[src/design/sse_pkg.sv]
// Shared types and constants of the shell sort engine.
// No dependencies; every other source file but sse_ram imports this package.
package sse_pkg;

  localparam int unsigned VALUE_W = 32;
  localparam int unsigned EXT_W   = 64;

  typedef struct packed {
    logic in_rdy;
    logic pass_init;
    logic key_rd;
    logic key_ld;
    logic shift;
    logic place;
    logic advance;
    logic em_ld;
    logic clear;
  } sse_cmd_t;

  typedef struct packed {
    logic in_take;
    logic close;
    logic gap_zero;
    logic less;
    logic deep;
    logic em_last;
    logic out_free;
  } sse_sts_t;

endpackage

[src/design/sse_ctrl.sv]
// Controller of the shell sort engine: sequences load, gap passes and emission.
// Depends on sse_pkg.
module sse_ctrl import sse_pkg::*; (
  input  logic     clk_i,
  input  logic     rst_ni,
  input  sse_sts_t sts_i,
  output sse_cmd_t cmd_o
);

  localparam logic [2:0] ST_LOAD  = 3'd0;
  localparam logic [2:0] ST_INIT  = 3'd1;
  localparam logic [2:0] ST_OUTER = 3'd2;
  localparam logic [2:0] ST_KEY   = 3'd3;
  localparam logic [2:0] ST_CMP   = 3'd4;
  localparam logic [2:0] ST_PLACE = 3'd5;
  localparam logic [2:0] ST_EMRD  = 3'd6;
  localparam logic [2:0] ST_EMLD  = 3'd7;

  logic [2:0] state_q, state_d;

  always_comb begin
    cmd_o   = '0;
    state_d = state_q;
    unique case (state_q)
      ST_LOAD: begin
        cmd_o.in_rdy = 1'b1;
        if (sts_i.in_take && sts_i.close) begin
          state_d = ST_INIT;
        end
      end
      ST_INIT: begin
        cmd_o.pass_init = 1'b1;
        state_d         = ST_OUTER;
      end
      ST_OUTER: begin
        if (sts_i.gap_zero) begin
          state_d = ST_EMRD;
        end else begin
          cmd_o.key_rd = 1'b1;
          state_d      = ST_KEY;
        end
      end
      ST_KEY: begin
        cmd_o.key_ld = 1'b1;
        state_d      = ST_CMP;
      end
      ST_CMP: begin
        if (sts_i.less) begin
          cmd_o.shift = 1'b1;
          if (!sts_i.deep) begin
            state_d = ST_PLACE;
          end
        end else begin
          state_d = ST_PLACE;
        end
      end
      ST_PLACE: begin
        cmd_o.place   = 1'b1;
        cmd_o.advance = 1'b1;
        state_d       = ST_OUTER;
      end
      ST_EMRD: begin
        if (sts_i.out_free) begin
          state_d = ST_EMLD;
        end
      end
      ST_EMLD: begin
        cmd_o.em_ld = 1'b1;
        if (sts_i.em_last) begin
          cmd_o.clear = 1'b1;
          state_d     = ST_LOAD;
        end else begin
          state_d = ST_EMRD;
        end
      end
      default: begin
        state_d = ST_LOAD;
      end
    endcase
  end

  always_ff @(posedge clk_i or negedge rst_ni) begin
    if (!rst_ni) begin
      state_q <= ST_LOAD;
    end else begin
      state_q <= state_d;
    end
  end

endmodule

[config.mk]
export PLATFORM = sky130hd
export DESIGN_NAME = sse_ctrl
export DESIGN_NICKNAME = d
export VERILOG_FILES = /design/src/design/sse_pkg.sv /design/src/design/sse_ctrl.sv
export SDC_FILE = /design/constraint.sdc
export NUM_CORES = 1
export LEC_CHECK = 0
export BUFFER_PORTS_ARGS = -buffer_cell sky130_fd_sc_hd__buf_2
export CORE_AREA = 4 4 41 43
export DETAILED_ROUTE_END_ITERATION = 12
export DIE_AREA = 0 0 45 47
export GPL_TIMING_DRIVEN = 0
export PLACE_DENSITY_LB_ADDON = 0.25
export SETUP_SLACK_MARGIN = 0.2
export SLEW_MARGIN = 20
export SYNTH_ARGS = -nofsm -noshare
export SYNTH_HDL_FRONTEND = slang
export SYNTH_SLANG_ARGS = --single-unit
[constraint.sdc]
create_clock -name clk_i -period 2.13 [get_ports clk_i]
set_input_delay 0 -clock clk_i [delete_from_list [all_inputs] [get_ports clk_i]]
set_output_delay 0 -clock clk_i [all_outputs]
set_load 0.01 [all_outputs]
# == After elaboration in Yosys (flattened, before gate mapping) ==
# Index checks and enable logic that the tools add are counted.
# op_classes
n_reduce_logical,4
mux,17
eq_ne,10
# ops
cell,n
case mux 3 bit (7 select lines),1
2-to-1 mux 3 bit,6
"== test 3 bit, second input constant",4
2-to-1 mux 1 bit,8
"== test 3 x 2 -> 1 bit, second input constant",2
2-to-1 mux 2 bit,2
"!= test 2 bit, second input constant",2
"== test 3 x 1 -> 1 bit, second input constant",1
logical NOT 3 bit,1
"!= test 3 bit, second input constant",1
AND reduction 3 bit,1
OR reduction 2 bit,1
logical AND 1 bit,1
# word_totals
output_inout_bits,9
elab_cells,32
input_bits,9
register_bits,3

# == Logic depth before layout (Yosys ltp) ==
# logic_depth
word_depth,3
ltp_mapped,4
ltp_nobuf,3

# == Worst setup path before layout ==
# OpenSTA, ideal clock, no wires.
# synth_path
path_type,register to register
start,register state_q[0]
end,register state_q[0]
path_buffers,1
required_ns,2.019
t_arrival_ns,0.991
path_slack_ns,1.028
setup_ns,0.111
period_less_slack_ns,1.102
path_stages_with_launch,5
path_cell_list,dfrtp_1 buf_6 nor2_2 and3_4 a2111oi_2
# synth_via
elab_chain_cells,3
word_cells_on_any_way,14
cone_classes,eq/ne: 10; mux: 1; reduce/logical: 3
# synth_lines
element,line,source
"start, declared",sse_ctrl.sv:19,"logic [2:0] state_q, state_d;"
"start signal, assigned",sse_ctrl.sv:86,state_q <= state_d;
== test 3 bit (tied with other cells),sse_ctrl.sv:24,unique case (state_q)
OR reduction 2 bit (no source line) (tied with other cells),-,
case mux 3 bit (7 select lines) / AND reduction 3 bit (equally long branches),-,
# Several ways; a longest one is shown, not always the timed one.
# A chain may end at the register's enable or synchronous reset.

==> run_results.csv <==
group,metric,value,unit
finish,layout-drive-gt1-share,0.528,
synth,synth_seq_area_share,0.293,
global_route,met1_usage,0.0915,
finish,largest_reg_flops,3,
worst_setup_path,end_kind,"output port",
global_route,busiest_layer,"met2",
clock_tree,cts_setup_buffers,0,
power_and_ir_drop,p_leak,0.220,nW
global_route,met3_usage,0.0460,
sta,period_share,0.581,
global_route,grt_max_degree,11,
place,io_buffers,17,
global_route,grt_util_met2,0.113,
power_and_ir_drop,switching_share,0.401,
worst_setup_path,arrival,1.24,ns
power_and_ir_drop,fin_total_pwr,0.000538,W
drt,first_pass_iters,2,
sta,drv_slew,0,
synth,synth_seq_cells,3,
synth,yosys.cell_types.count,18,
finish,finalCoreUtilization,0.313,
sta,rsz0062_at_grt,"false",
clock_tree,clkTransAtPathRegs,0.04,ns
clock_tree,insertion_delay,0.23,ns
clock_tree,cts_tree,"done",
global_route,grt_pass1_vias,282,
synth,avgSynthCellArea,8.55,sq um
sta,fmax,0.807,GHz
place,place.gp.congestion,0.655,
clock_tree,post_cts_resized,0,
power_and_ir_drop,clkPwrFrac,0.185,
drt,final_antenna_net_count,0,
min_path,min_path_type,"primary input to register",
synth,synth_fp_nets,39,
sta,finalSetupViolations,0,
synth,synthesis.instances,30,
place,hpwlAfterDp,522,microns
global_route,gr-total-overflow,0,
synth,synth.area.top_cells,"dfrtp_1, buf_6, nand2_1",
drt,wl,678,microns
power_and_ir_drop,p_sw,0.000216,W
global_route,antenna_found_initial,0,
run_status,status,"complete, no violations",
global_route,grt_pass1_wl,1.16,mm
finish,n_antenna_cell,0,
floorplan,ioPinCount,18,
floorplan,dieArea,2120,sq um
drt,post-route-drc-count,0,
finish,reg_top3,"state_q x3",
clock_tree,cts_root_buf,"clkbuf_4",
power_and_ir_drop,combPwrFrac,0.615,
sta,tns,0,ns
power_and_ir_drop,ir_worst_vdd,0.000455,V
flow_run,maxCapViolCount,0,
clock_tree,cts_made_buffers,3,
worst_setup_path,rr_startpoint,"state_q[0]",
clock_tree,cts_sinks,3,
sta,fin_worst_skew,0.000759,ns
power_and_ir_drop,seq_power_share,0.200,
sta,max_slew.worst_pin.slew,0.271,ns
clock_tree,clk_path_buf_depth,2,
synth,ys_warn_count,0,
finish,fillCellCount,162,
synth,yosys.area.top_type,"dfrtp_1",
floorplan,start_util,0.197,
global_route,grt_usage,0.0800,
finish,top_register,"state_q",
place,dp_slack,0.953,ns
sta,period_needed,1.24,ns
clock_tree,htreeDepth,1,
worst_setup_path,worstPathRequired,2.13,ns
sta,finalHoldViolCount,0,
power_and_ir_drop,p_int,0.000322,W
floorplan,fp-row-count,13,
finish,area_growth,58.5,%
power_and_ir_drop,powerDensity,1320,nW/um^2
worst_setup_path,startpoint_type,"register",
drt,drt-initial-drc-count,1,
synth,yosysTopAreaCellShare,0.293,
drt,num_vias,288,
worst_setup_path,worst-setup-path-type,"register to output port",
worst_setup_path,path_max_fanout,10,
floorplan,die_h,47,microns
sta,max-slew-margin-rel,0.818,
sta,setup_ws,0.892,ns
synth,synth_area,256,sq um
drt,avgRoutedWirePerCell,9.97,microns
floorplan,die_w,45,microns
floorplan,core_area,1300,sq um
finish,nNetsFinal,63,
clock_tree,cts_hold_buffers,2,
worst_setup_path,critPathLaunch,"state_q[2]",
drt,via_per_inst,4.24,
min_path,min_from,"sts_i[1]",
==> cell families after synthesis <==
logic type | Yosys count | synth area share
compound gates | 6 | 0.195
buf+inv | 5 | 0.185
flops | 3 | 0.293
simple gates | 16 | 0.327
==> metrics by stage <==
step,hold WS (ns),cells,instance area [sq um]
after CTS,0.0789,68,407
after global routing,0.102,68,407
after global placement,-0.200,62,360
final,0.0825,68,407
after floorplan,-0.296,30,256
after detailed placement,-0.199,62,360
==> Yosys cell counts, drive strengths merged <==
cell type	number
a2111oi	1
a211oi	1
a21oi	2
and3	2
buf	3
clkbuf	1
dfrtp	3
inv	1
nand2	5
nor2	6
nor3	1
nor3b	1
nor4b	1
o211a	1
o21a	1
==> area by class of cell <==
| cell class | count | area, sq um | area share |
|---|---|---|---|
| sequential | 3 | 75.1 | 0.185 |
| timing repair buffer | 19 | 105 | 0.258 |
| clock buffer | 4 | 26.3 | 0.0646 |
| inverter | 1 | 3.75 | 0.00923 |
| tap | 15 | 18.8 | 0.0462 |
| multi-input combinational | 22 | 134 | 0.329 |
| buffer | 4 | 43.8 | 0.108 |
==> cell usage in the layout (no fill, tap or decap), drive strengths merged, types with 2 or more instances in the layout <==
cell type / instances
a21oi: 2
dlygate4sd3: 2
buf: 20
clkbuf: 5
and3: 2
nor2: 6
dfrtp: 3
nand2: 5
==> power by group through the flow <==
stage                     Combinational [W]  Clock [W]  Sequential (W)
after global placement             0.000335          0        0.000107
after global routing               0.000378   0.000113        0.000112
after CTS                          0.000338   0.000105        0.000108
after floorplan                    0.000251          0        0.000105
final                              0.000331  0.0000994        0.000107
after detailed placement           0.000335          0        0.000107
==> path summary, 6_finish.rpt <==
path	endpoint	slack (ns)	cells past startpoint
max	cmd_o[6]	0.89	3
max in group asynchronous	state_q[2]	1.93	2
max reg2reg	state_q[0]	0.97	4
min	state_q[2]	0.08	4
min in group asynchronous	state_q[1]	0.09	2
min reg2reg	state_q[0]	0.55	2
==> critical path, cell delays in order (launching register included) <==
cell and delay [ns]:
dfrtp_1 0.40, clkbuf_8 0.17, nor4b_1 0.26, buf_2 0.17
==> metal layers <==
layer | wire length (microns) | vias to the layer above | share of wire
li1 | - | 149 | -
met1 | 290 | 128 | 0.43
met2 | 314 | 11 | 0.46
met3 | 74 | 0 | 0.11
met4 | 0 | 0 | 0
met5 | 0 | - | 0
No activity file was read; power rests on OpenSTA's default activity.
